### src/design/ulpf_pkg.sv
// shared types and constants of the unique local peak finder
`timescale 1ns / 1ps

package ulpf_pkg;

	// default build sizes
	localparam int MAX_WIDTH_DEF  = 1024;
	localparam int MAX_HEIGHT_DEF = 1024;
	localparam int PIXEL_BITS_DEF = 24;

	// fixed widths of the ports
	localparam int PIX_PORT_W = 24;
	localparam int PIX_EXT_W  = 32;
	localparam int DIM_W      = 11;
	localparam int TOL_W      = 24;
	localparam int POS_W      = 11;
	localparam int STATUS_W   = 2;
	localparam int APB_ADDR_W = 4;
	localparam int APB_DATA_W = 32;

	// first row and column that carry a full 3x3 window
	localparam int BORDER = 2;

	// register addresses
	localparam logic [APB_ADDR_W-1:0] ADDR_FRAME_WIDTH  = 4'h0;
	localparam logic [APB_ADDR_W-1:0] ADDR_FRAME_HEIGHT = 4'h4;
	localparam logic [APB_ADDR_W-1:0] ADDR_TOLERANCE    = 4'h8;

	// register reset values
	localparam logic [DIM_W-1:0] FRAME_DIM_RST = 11'd1024;
	localparam logic [TOL_W-1:0] TOLERANCE_RST = 24'd0;

	typedef enum logic [STATUS_W-1:0] {
		ST_UNIQUE = 2'd0,
		ST_NONE   = 2'd1,
		ST_MULTI  = 2'd2
	} status_t;

	// per-pixel control that travels with a request down the pipeline
	typedef struct packed {
		logic valid;
		logic interior;
		logic last;
	} ctl_t;

endpackage

### src/design/ulpf_window.sv
// 3x3 window registers and the peak test on the window centre
`timescale 1ns / 1ps

module ulpf_window
	import ulpf_pkg::*;
#(
	parameter int PIXEL_BITS = PIXEL_BITS_DEF
) (
	input  logic                  clk,
	input  logic                  shift_en,
	input  logic [PIXEL_BITS-1:0] upper,
	input  logic [PIXEL_BITS-1:0] middle,
	input  logic [PIXEL_BITS-1:0] lower,
	input  logic [TOL_W-1:0]      tolerance,
	output logic                  is_peak,
	output logic [PIXEL_BITS-1:0] centre
);

	localparam int CMP_W = (PIXEL_BITS > TOL_W) ? PIXEL_BITS : TOL_W;

	logic [PIXEL_BITS-1:0] win_q [3][3];

	always_ff @(posedge clk) begin
		if (shift_en) begin
			for (int i = 0; i < 3; i++) begin
				win_q[i][0] <= win_q[i][1];
				win_q[i][1] <= win_q[i][2];
			end
			win_q[0][2] <= upper;
			win_q[1][2] <= middle;
			win_q[2][2] <= lower;
		end
	end

	assign centre = win_q[1][1];

	// unsigned test: centre must be above the neighbor by more than the tolerance
	always_comb begin
		logic [PIXEL_BITS-1:0] diff;
		is_peak = 1'b1;
		for (int i = 0; i < 3; i++) begin
			for (int k = 0; k < 3; k++) begin
				diff = win_q[1][1] - win_q[i][k];
				if (!(i == 1 && k == 1)) begin
					if (!((win_q[1][1] > win_q[i][k]) &&
					      (CMP_W'(diff) > CMP_W'(tolerance)))) begin
						is_peak = 1'b0;
					end
				end
			end
		end
	end

endmodule

### config.mk
export PLATFORM = sky130hd
export DESIGN_NAME = ulpf_window
export DESIGN_NICKNAME = d
export VERILOG_FILES = /design/src/design/ulpf_pkg.sv /design/src/design/ulpf_window.sv
export SDC_FILE = /design/constraint.sdc
export NUM_CORES = 1
export LEC_CHECK = 0
export ABC_CLOCK_PERIOD_IN_PS = 11900
export BUFFER_PORTS_ARGS = -buffer_cell sky130_fd_sc_hd__clkbuf_2
export CORE_MARGIN = 4
export CORE_UTILIZATION = 50
export DETAILED_ROUTE_END_ITERATION = 8
export HOLD_SLACK_MARGIN = 0.1
export PLACE_DENSITY_LB_ADDON = 0.3
export SLEW_MARGIN = 30
export SYNTH_ARGS = -nofsm -noshare
export SYNTH_HDL_FRONTEND = slang
export SYNTH_SLANG_ARGS = --single-unit
### constraint.sdc
create_clock -name clk -period 11.9 [get_ports clk]
set_input_delay 1.19 -clock clk [delete_from_list [all_inputs] [get_ports clk]]
set_output_delay 1.19 -clock clk [all_outputs]
set_load 0.05 [all_outputs]
* After elaboration in Yosys (flattened, before gate mapping) *
Memory sizes are Yosys's and may differ from the RTL's.
Cells that the tools add are included.
Widths: inputs -> output; s select.

cells by class
  add/subtract/negate cells = 8
  $lt $le $gt $ge = 16
  mux-type cells = 10
  reduce and logical (&&, ||, !) cells = 8

operators with widths
  cell               number
  $gt 24x24->1       16
  $sub 24x24->24     8
  $mux 1             10
  $logic_and 1x1->1  8

word-level totals
  bits in registers = 0
  memory bits (writable) = 216
  input bits = 98
  output and inout bits = 25
  logic and storage cells = 43
  memories = 1

memories
  name   words  bits a word  rd ports  clocked after Yosys merged registers in  wr ports  line               RTL
  win_q  3      72           3         0                                        3         ulpf_window.sv:21  logic [PIXEL_BITS-1:0] win_q [3][3];

* Depth between registers and ports, before layout *
An unclocked memory read counts as a cell.

  depth in word-level cells = 12
  mapped depth = 23
  mapped depth without buffers = 23

* Least setup slack after synthesis *
No wires, ideal clock.

  path kind = reg2out
  start point = memory win_q[0][97] (netlist name)
  end point = output is_peak
  arrival time = 5.068 ns
  required time = 10.710 ns
  path slack = 5.642 ns
  cell stages (with the launch flop) = 20
  buffers on the path = 0
  path through = edfxtp_1 ha_1 nand2b_1 a21oi_1 a211oi_2 o31ai_2 a311oi_4 nor3_2 a2111oi_4 a21oi_1 xor2_1 ha_1 nand4_1 nor4_1 o31ai_1 a311o_1 and4b_1 nand4_1 nor4_1 and4b_1

RTL lines
  what             line               RTL
  start, declared  ulpf_window.sv:21
  end, declared    ulpf_window.sv:15  output logic is_peak,

==> results.json <==
{
  "period_share": 0.689,
  "overflow": 0,
  "ff2ff_setup_slack_ns": 10.63,
  "grt_first_pass_wirelength_um": 91900,
  "diodes": 0,
  "hold_viol": 0,
  "largest-register": "win_q",
  "required_ns": 10.71,
  "numCtsBuffers": 26,
  "grt_max_degree": 82,
  "die_x_um": 211,
  "root_buffer": "clkbuf_16",
  "timing.rr.end": "win_q[0][121]",
  "max_stage_delay_ns": 0.95,
  "setup_violations": 0,
  "ys_warn_count": 0,
  "finalWirelength_um": 59400,
  "initial_core_util": 0.511,
  "p_leak_nw": 10.4,
  "cp_slowest_cell": "edfxtp_1",
  "antenna_found_initial": 0,
  "clk_latency_ns": 0.57,
  "drive_above_1_share": 0.0834,
  "crit_buf_inv": 1,
  "via_count": 16900,
  "timing.critical_path.cells": "ha_1 -> nand2b_1 -> a21oi_1 -> a211oi_2 -> o31ai_2 -> a311oi_4 -> nor3_2 -> a2111oi_4 -> a21oi_1 -> xor2_1 -> ha_1 -> nand4_1 -> nor4_1 -> o31ai_1 -> a311o_1 -> and4b_1 -> nand4_1 -> nor4_1 -> and4b_1 -> clkbuf_2",
  "die_area_sq_mm": 0.0443,
  "clk_pin_slew_worst_paths_ns": 0.07,
  "status": "finished clean",
  "peakVddDrop_uv": 138,
  "largestRegisters": "win_q (216)",
  "worstSetupEndpoint": "is_peak",
  "final_cell_mix": "ha_1 (384), inv_1 (266), edfxtp_1 (216)",
  "layout_commonest_cell": "ha_1",
  "path_class": "flop to primary output",
  "nFillCells": 3692,
  "cts_setup_buffers": 0,
  "wl_per_cell_um": 21.0,
  "cap_violations": 0,
  "cp-end-kind": "primary output",
  "vias_per_cell": 5.98,
  "synth_edf_count": 216,
  "worst_slew_pin_slew_ns": 0.912,
  "fin_nets": 2775,
  "synth_area_leader_cell": "edfxtp_1",
  "setup_tns_ns": 0,
  "ys_ff_latch": 216,
  "cpLargestDelayFamily": "compound AO/OA/AOI/OAI gates",
  "avgSynthCellArea_sq_um": 9.49,
  "ys.flop_type": "edfxtp_1",
  "crit_arrival_ns": 7.01,
  "path_max_fanout": 17,
  "synthArstFlopShare": 0,
  "rows": 73,
  "cp-startpoint": "win_q[0][97]",
  "fin_crit_ns": 8.20,
  "drv_slew": 0,
  "io_pins": 123,
  "ant_nets": 0,
  "h-tree-depth": 1,
  "grt_usage": 0.262,
  "r2r_start": "win_q[0][97]",
  "drc_errors": 0,
  "r2r_cells": 0,
  "start_kind": "flop",
  "cts_sinks": 216,
  "syn2layout_area_growth_pct": 9.67,
  "syn_area_sq_mm": 0.0205,
  "synthCells": 2163,
  "clock-skew-final_ns": 0.0133,
  "cts_tree": "done",
  "hpwlAfterDp_um": 47700,
  "fmax_mhz": 122,
  "utilization": 0.560,
  "regArea_sq_mm": 0.00649,
  "die_h_um": 211,
  "min_path_type": "flop to flop",
  "ys_types": 73,
  "cts_resized": 0,
  "clockBufferDepth": 3,
  "cellPowerDensity_mw_per_mm2": 133,
  "multi_input_area_sq_mm": 0.0128,
  "grt_pass1_vias": 17000,
  "core_area_sq_mm": 0.0402,
  "rsz0062_at_grt": "no",
  "drt_iter0_drc": 1195,
  "syn-num-nets": 2653,
  "ys_seq_area_frac": 0.316,
  "drt_pass1_iterations": 6,
  "synth_area_leaders": "edfxtp_1 (32%), ha_1 (23%), inv_1 (4.9%)",
  "maxSlewHeadroom": 0.392,
  "crit_cells": 20,
  "synth_top_area_frac": 0.316,
  "portBuffers": 122,
  "routabilityCongestion": 0.975,
  "hold_buffers": 0,
  "largest_register_ffs": 216
}
## Yosys cell counts (8+ instances only)
master / count
ha_1: 384
inv_1: 266
edfxtp_1: 216
a21oi_1: 192
nor2_1: 141
xnor2_1: 111
a21o_1: 89
o21ai_0: 80
nand2_1: 79
nand4_1: 72
nand3_1: 58
xor2_1: 41
nor3_1: 36
nand2b_1: 30
nor2b_1: 27
o21bai_1: 27
a211oi_1: 26
o21a_1: 25
buf_4: 24
o211ai_1: 21
o31ai_1: 17
nor4_1: 15
or3_1: 15
a21boi_0: 13
and3_1: 13
a211o_1: 11
a31oi_1: 8
fa_1: 8
## logic make-up (layout without fill, tap and decap cells)
| logic type | Yosys count | count (layout) | synth area share |
|---|---|---|---|
| adders and majority gates | 392 | 392 | 0.242 |
| DFF | 216 | 216 | 0.316 |
| xor gates and xnor gates | 152 | 152 | 0.0649 |
| and+or+nand+nor | 516 | 516 | 0.127 |
| buffers and inverters | 296 | 436 | 0.0585 |
| AOI/OAI and AO/OA | 591 | 591 | 0.191 |
## area by class of cell
cell class,instances,area share
clock buffers,28,0.0292
clock inverters,18,0.0103
inverters,266,0.0444
multi-input cells,1651,0.570
flip-flops and latches,216,0.288
well taps,525,0.0292
repair buffers,124,0.0284
## power by group
part	switching, mW	leakage [nW]	total (mW)	internal [mW]
clock	0.335	0.438	0.843	0.508
sequential	0.0533	2.11	0.955	0.902
combinational	0.697	7.86	1.20	0.504
## worst min path at each step
stage,from,to,depth (start not counted)
floorplan,win_q[0][76],win_q[0][100],0
global placement,win_q[0][149],win_q[0][173],0
detailed placement,win_q[0][145],win_q[0][169],0
CTS,win_q[0][156],win_q[0][180],0
global route,win_q[0][184],win_q[0][208],0
finish,win_q[0][156],win_q[0][180],0
## per-layer routing
| metal | share of wire | global-route usage | wire length [um] | up-vias |
|---|---|---|---|---|
| met5 | 0 | 0 | 0 | - |
| met4 | 0.043 | 0.0919 | 2540 | 0 |
| met3 | 0.050 | 0.0268 | 2990 | 117 |
| met2 | 0.48 | 0.460 | 28800 | 492 |
| met1 | 0.42 | 0.337 | 25100 | 8059 |
| li1 | - | - | - | 8248 |
## per-stage QoR
| stage | hold slack [ns] | worst slack [ns] | power [mW] | instance area, sq um | instances |
|---|---|---|---|---|---|
| final | 0.441 | 3.70 | 3.00 | 22500 | 2828 |
| after global routing | 0.453 | 3.23 | 3.20 | 22500 | 2828 |
| after CTS | 0.442 | 3.60 | 3.00 | 22500 | 2828 |
| after detailed placement | 0.432 | 4.24 | 2.15 | 21600 | 2782 |
| after global placement | 0.431 | 4.20 | 2.12 | 21600 | 2782 |
| after floorplan | 0.426 | 5.64 | 1.84 | 20500 | 2163 |
Note: power is estimated with default switching activity, not from simulation.
