$ cat src/design/ulpf_pkg.sv
// shared types and constants of the unique local peak finder
`timescale 1ns / 1ps

package ulpf_pkg;

	// default build sizes
	localparam int MAX_WIDTH_DEF  = 1024;
	localparam int MAX_HEIGHT_DEF = 1024;
	localparam int PIXEL_BITS_DEF = 24;

	// fixed widths of the ports
	localparam int PIX_PORT_W = 24;
	localparam int PIX_EXT_W  = 32;
	localparam int DIM_W      = 11;
	localparam int TOL_W      = 24;
	localparam int POS_W      = 11;
	localparam int STATUS_W   = 2;
	localparam int APB_ADDR_W = 4;
	localparam int APB_DATA_W = 32;

	// first row and column that carry a full 3x3 window
	localparam int BORDER = 2;

	// register addresses
	localparam logic [APB_ADDR_W-1:0] ADDR_FRAME_WIDTH  = 4'h0;
	localparam logic [APB_ADDR_W-1:0] ADDR_FRAME_HEIGHT = 4'h4;
	localparam logic [APB_ADDR_W-1:0] ADDR_TOLERANCE    = 4'h8;

	// register reset values
	localparam logic [DIM_W-1:0] FRAME_DIM_RST = 11'd1024;
	localparam logic [TOL_W-1:0] TOLERANCE_RST = 24'd0;

	typedef enum logic [STATUS_W-1:0] {
		ST_UNIQUE = 2'd0,
		ST_NONE   = 2'd1,
		ST_MULTI  = 2'd2
	} status_t;

	// per-pixel control that travels with a request down the pipeline
	typedef struct packed {
		logic valid;
		logic interior;
		logic last;
	} ctl_t;

endpackage

$ cat src/design/ulpf_tracker.sv
// peak count, first peak capture and the frame result register
`timescale 1ns / 1ps

module ulpf_tracker
	import ulpf_pkg::*;
#(
	parameter int COL_BITS   = $clog2(MAX_WIDTH_DEF),
	parameter int ROW_BITS   = $clog2(MAX_HEIGHT_DEF),
	parameter int PIXEL_BITS = PIXEL_BITS_DEF
) (
	input  logic                  clk,
	input  logic                  arst_n,
	input  ctl_t                  ctl,
	input  logic                  is_peak,
	input  logic [PIXEL_BITS-1:0] centre,
	input  logic [COL_BITS-1:0]   col,
	input  logic [ROW_BITS-1:0]   row,
	input  logic                  result_stall,
	output logic                  result_valid,
	output logic [STATUS_W-1:0]   status,
	output logic [POS_W-1:0]      peak_column,
	output logic [POS_W-1:0]      peak_row,
	output logic [PIX_PORT_W-1:0] peak_value
);

	logic                  have_q;
	logic                  multi_q;
	logic [COL_BITS-1:0]   found_col_q;
	logic [ROW_BITS-1:0]   found_row_q;
	logic [PIXEL_BITS-1:0] found_val_q;

	logic                  valid_q;
	status_t               status_q;
	logic [POS_W-1:0]      col_q;
	logic [POS_W-1:0]      row_q;
	logic [PIX_PORT_W-1:0] value_q;

	logic                  peak;
	logic                  capture;
	logic                  have_n;
	logic                  multi_n;
	logic [COL_BITS-1:0]   col_n;
	logic [ROW_BITS-1:0]   row_n;
	logic [PIXEL_BITS-1:0] val_n;
	logic [PIX_EXT_W-1:0]  val_ext;
	logic                  frame_end;

	always_comb begin
		peak      = ctl.valid && ctl.interior && is_peak;
		capture   = peak && !have_q;
		have_n    = have_q || peak;
		multi_n   = multi_q || (peak && have_q);
		// the window centre sits one column and one row back, so 1-based it is col, row
		col_n     = capture ? col : found_col_q;
		row_n     = capture ? row : found_row_q;
		val_n     = capture ? centre : found_val_q;
		val_ext   = PIX_EXT_W'(val_n);
		frame_end = ctl.valid && ctl.last;
	end

	always_ff @(posedge clk or negedge arst_n) begin
		if (!arst_n) begin
			have_q  <= 1'b0;
			multi_q <= 1'b0;
		end else if (frame_end) begin
			have_q  <= 1'b0;
			multi_q <= 1'b0;
		end else if (ctl.valid) begin
			have_q  <= have_n;
			multi_q <= multi_n;
		end
	end

	always_ff @(posedge clk or negedge arst_n) begin
		if (!arst_n) begin
			found_col_q <= '0;
			found_row_q <= '0;
			found_val_q <= '0;
		end else if (frame_end) begin
			found_col_q <= '0;
			found_row_q <= '0;
			found_val_q <= '0;
		end else if (capture) begin
			found_col_q <= col_n;
			found_row_q <= row_n;
			found_val_q <= val_n;
		end
	end

	always_ff @(posedge clk or negedge arst_n) begin
		if (!arst_n) begin
			valid_q <= 1'b0;
		end else if (frame_end) begin
			valid_q <= 1'b1;
		end else if (!result_stall) begin
			valid_q <= 1'b0;
		end
	end

	always_ff @(posedge clk) begin
		if (frame_end) begin
			if (have_n && !multi_n) begin
				status_q <= ST_UNIQUE;
				col_q    <= POS_W'(col_n);
				row_q    <= POS_W'(row_n);
				value_q  <= val_ext[PIX_PORT_W-1:0];
			end else begin
				status_q <= multi_n ? ST_MULTI : ST_NONE;
				col_q    <= '0;
				row_q    <= '0;
				value_q  <= '0;
			end
		end
	end

	assign result_valid = valid_q;
	assign status       = status_q;
	assign peak_column  = col_q;
	assign peak_row     = row_q;
	assign peak_value   = value_q;

endmodule

$ cat config.mk
export PLATFORM = sky130hd
export DESIGN_NAME = ulpf_tracker
export DESIGN_NICKNAME = d
export VERILOG_FILES = /design/src/design/ulpf_pkg.sv /design/src/design/ulpf_tracker.sv
export SDC_FILE = /design/constraint.sdc
export NUM_CORES = 1
export LEC_CHECK = 0
export BUFFER_PORTS_ARGS = -buffer_cell sky130_fd_sc_hd__buf_4
export CORE_UTILIZATION = 46
export DETAILED_ROUTE_END_ITERATION = 6
export PLACE_DENSITY = 0.75
export SLEW_MARGIN = 20
export SYNTH_ARGS = -nofsm -noshare
export SYNTH_HDL_FRONTEND = slang
export SYNTH_SLANG_ARGS = --single-unit
$ cat constraint.sdc
create_clock -name clk -period 1.4 [get_ports clk]
set_clock_uncertainty 0.15 [all_clocks]
set_input_delay 0 -clock clk [delete_from_list [all_inputs] [get_ports clk]]
set_output_delay 0 -clock clk [all_outputs]
set_load 0.02 [all_outputs]
Yosys cells after proc, flatten, opt, wreduce, memory -nomap -nowiden. Cells that the tools add are included. Widths: inputs -> output; s select.

Bits in registers: 95. Latch bits: 0. Memory bits (writable): 0. Memory bits (read-only): 0. Input bits: 51. Logic and storage cells: 41. Memories kept: 0.

Add/sub/neg operators: 0. $mul: 0. Div/mod/pow operators: 0. $lt $le $gt $ge: 0. Equal/unequal tests: 1. Shift operators: 0. Mux-type cells: 16. Bitwise operators: 0. Reduce and logical (&&, ||, !) cells: 12.

Operators with widths (count): $mux 24 (3); $mux 10 (6); $logic_and 1x1->1 (6); $mux 1 (6); $reduce_bool 2->1 (2); $logic_not 1->1 (2); $logic_or 1x1->1 (2); $mux 2 (1); $ne 2x1->1 const B (1).

Logic depth before layout (Yosys ltp).
Depth after elaboration: 6. Depth in mapped cells: 5.

Worst setup path before layout. OpenSTA, ideal clock, no wires.

Kind: input -> register. From: input ctl[0] in the netlist's numbering. To: register col_q[0] (netlist: peak_column[0]), enable pin. Setup time: 0.429 ns. Arrival: 1.606 ns. Setup slack: -0.785 ns. Stages on the path: 2. Path buffers: 1. Cell sequence: and2_1 -> clkbuf_1.

Cells in the longest elaborated chain, start to end: 1.

Ends and longest elaborated chain: from (decl) (RTL line ulpf_tracker.sv:13) `input ctl_t ctl,`; $logic_and 1x1->1 (RTL line ulpf_tracker.sv:58) `frame_end = ctl.valid && ctl.last;`; net frame_end (RTL line ulpf_tracker.sv:46) `logic frame_end;`; to (signal assigned) (RTL line ulpf_tracker.sv:104) `col_q <= POS_W'(col_n);`; to (decl) (RTL line ulpf_tracker.sv:34) `logic [POS_W-1:0] col_q;`.

The timed path passes the listed nets, and every way through them passes these cells. A chain may end at the register's enable or synchronous reset.

Worst setup path in the final report.
From: register have_q. To: register value_q[17] (netlist: peak_value[17]) (data pin).

Cells in the longest elaborated chain, start to end: 4. Elaborated cells on any way between the ends: 8. Classes of those cells: mux (1); reduce/logical (7).

Ends and longest elaborated chain: from (decl) (RTL line ulpf_tracker.sv:26) `logic have_q;`; from (signal assigned) (RTL line ulpf_tracker.sv:69) `have_q <= have_n;`; $logic_and 1x1->1 (RTL line ulpf_tracker.sv:52) `multi_n = multi_q || (peak && have_q);`; $logic_or 1x1->1 (RTL line ulpf_tracker.sv:52); $logic_not 1->1 (RTL line ulpf_tracker.sv:102) `if (have_n && !multi_n) begin`; $logic_and 1x1->1 (RTL line ulpf_tracker.sv:102); to (signal assigned) (RTL line ulpf_tracker.sv:106) `value_q <= val_ext[PIX_PORT_W-1:0];`; to (decl) (RTL line ulpf_tracker.sv:36) `logic [PIX_PORT_W-1:0] value_q;`.

Several ways; a longest one is shown, not always the timed one.

==> impl_results.md <==
* RSZ-0062 raised after global routing: yes
* DIE AREA at around 0.0081 sq mm
* Detailed Routing Iterations Pass 1 at 4
* DRC viols at 0
* I/O pin cnt at 100
* Period utilization at 1.27
* Total Nets Final at about 500
* Critical path origin: have_q
* Mapped Cells at between 200 and 300
* Critical Path Sink: peak_value[17]
* Final WS setup at -374 ps
* Core ar. at 0.00737 sq mm
* Max-slew violation count at 0
* Worst R2R Path Depth at 5
* CTS root buf: clkbuf_8
* Worst path required time at 1350 ps
* Site Rows at 31
* Clock-pin slew on the worst setup and hold paths at around 90 ps
* Share of the synthesized area in the top cell type at 0.387
* Reg-to-Reg Start: have_q
* Failing checks: setup timing
* Max Cap Violations at 0
* Hold slack at between 15 and 20 ps
* Total chip power at 6400 uW
* LEAKAGE at about 0.0027 uW
* Global route total overflow at 0
* VDD IR max at 0.645 mV
* CTS sink count at 93
* Fmax at approximately 560 MHz
* Area delta synth->final at 75.2%
* Routability congestion estimate from global placement at approximately 0.7
* DR WL/cell at ~18 microns
* Biggest area consumer among synthesized cells: edfxtp_1
* Maximum number of pins on one net before global-route repair at 60
* Synthesized area at 0.00357 sq mm
* Top cells by area, synth: edfxtp_1, dfrtp_1, mux2i_1, nor2_1, buf_12
* CTS Buf Count at 9
* Post-synthesis sequential area ratio at 0.717
* FILL cells at 360
* Synth cell types at 20
* Layout Utilization at 0.848
* CTS tree: done
* Synthesized area per cell at around 14 sq um
* GRT Resource Usage Total at 0.228
* Status: finished, violations left
* WP data arrival at 1730 ps
* PortBufs at slightly below 100
* Worst-Skew Late Latency at about 350 ps
* Initial DRC count at 102
* Starting density of the core at 0.484
* Die X at ~90 microns
* CP Max Fanout at 7
* H-tree levels at 3
* Routed vias at 2718
* Crit Path Class: flop to flop
* Final Hold Viols at 0
* Most common cell after layout, fill and taps aside: buf_4
* Initial antenna violation count at 0
* Syn. warnings at 0
* Tmin final at 1770 ps
* Worst slew pin tran at about 640 ps
* Worst slew margin at 0.572
* Die Height at roughly 90 microns
* Antenna diodes at 0
* Drt via density at slightly below 5
* Share of cells above drive strength 1 at 0.527
* Commonest cells after routing, fill and taps aside: buf_4, nor2_1, dfrtp_1, dlygate4sd3_1, edfxtp_1
* Power per standard cell area at 1020 mW/mm^2
* Setup crit end kind: flop
* Register bit total from synthesis at just over 90
* Final setup fails at a little under 90
* First-pass GRT wire length at 14000 microns
* Detail Placement HPWL at 4410 microns
* R2R Path End: peak_value[17]
* Hold Crit Class: input port to flop
* Setup crit start kind: flop
* Routed Antenna Nets at 0
* R2R Setup Slk at -370 ps
* Total length of routed wires at between 9000 and 10000 microns
* Post-DP Area at 0.00459 sq mm
* Design area at 0.00625 sq mm
* Clock Path Buffers at 2
* Vias in the first global route at approximately 2900
cell families after synthesis:
kind of cell | count (synthesis) | share of synthesized area
simple gates | 97 | 0.109
flops | 93 | 0.717
mux | 45 | 0.130
buf+inv | 16 | 0.0386
compound gates | 2 | 0.00456
other cells | 1 | 0.00105
synth_stat cells:
cell type  instances
nor2b_2            1
and3_4             1
nor3_1             1
mux2i_4            1
buf_8              2
a21o_2             1
a21o_1             1
and2_1             1
dfrtp_1           47
buf_4              2
buf_2              6
mux2i_1           44
nor2b_1            1
buf_12             2
nor2_1            91
clkbuf_1           3
nand4b_1           1
conb_1             1
edfxtp_1          46
buf_6              1
layer usage:
metal  vias to the layer above  GRT usage  share of wire
met5                         -          0              0
met4                         0      0.106          0.027
met3                        22     0.0465          0.034
met2                        87      0.397           0.55
met1                      1369      0.270           0.39
li1                       1240          -              -
worst max-delay path: stages (launching register included):
cell	delay [ps]
dfrtp_1	400
nand4b_1	280
buf_6	220
buf_16	160
mux2i_4	240
nor2_1	70
worst min-delay path by stage:
stage | from | slack [ps] | endpoint | cells after the start
5_1_grt | ctl[1] | 20 | status[0] | 3
6_report | ctl[1] | 20 | status[0] | 3
2_1_floorplan | arst_n | -450 | found_col_q[0] | 0
3_3_place_gp | arst_n | -100 | found_col_q[4] | 1
3_5_place_dp | arst_n | -90 | found_col_q[3] | 1
4_1_cts | ctl[1] | 10 | status[0] | 3
stage by stage:
| stage | std cells | TNS (ps) | setup slack, ps |
|---|---|---|---|
| 2_1_floorplan | 255 | -4530 | -115 |
| 3_3_place_gp | 469 | -8910 | -152 |
| 3_5_place_dp | 469 | -13060 | -211 |
| 4_1_cts | 551 | -16340 | -244 |
| 5_1_grt | 551 | -28820 | -427 |
| 6_report | 551 | -23510 | -374 |
repair_timing:
action                                  CTS  global route
pin swaps                                 4             5
hold buffers                             47             0
gates cloned                              6             1
resized for setup                        62            94
endpoints found under the setup margin   88            88
endpoints found under the hold margin   137             0
buffers inserted                         14             0
state kept, by name, indices dropped and copies added, names as in the netlist:
| register | cells |
|---|---|
| have_q | 1 |
| found_val_q | 24 |
| peak_value | 24 |
| found_col_q | 10 |
| result_valid | 1 |
| multi_q | 1 |
| peak_row | 10 |
| peak_column | 10 |
| status | 2 |
| found_row_q | 10 |
power by group:
part | total, uW | internal (uW) | switching [uW]
clock | 1740 | 819 | 919
combinational | 1490 | 843 | 651
sequential | 3170 | 3060 | 109
total | 6400 | 4720 | 1680
final cells by class:
cell class	instances	area [sq um]	share of cell area
clock buffers	11	131	0.0210
clock inverters	5	52.6	0.00841
multi-input cells	146	1480	0.236
flip-flops and latches	93	2560	0.409
repair buffers	197	1910	0.305
well taps	99	124	0.0198
Power figures use the tool's default switching activity.
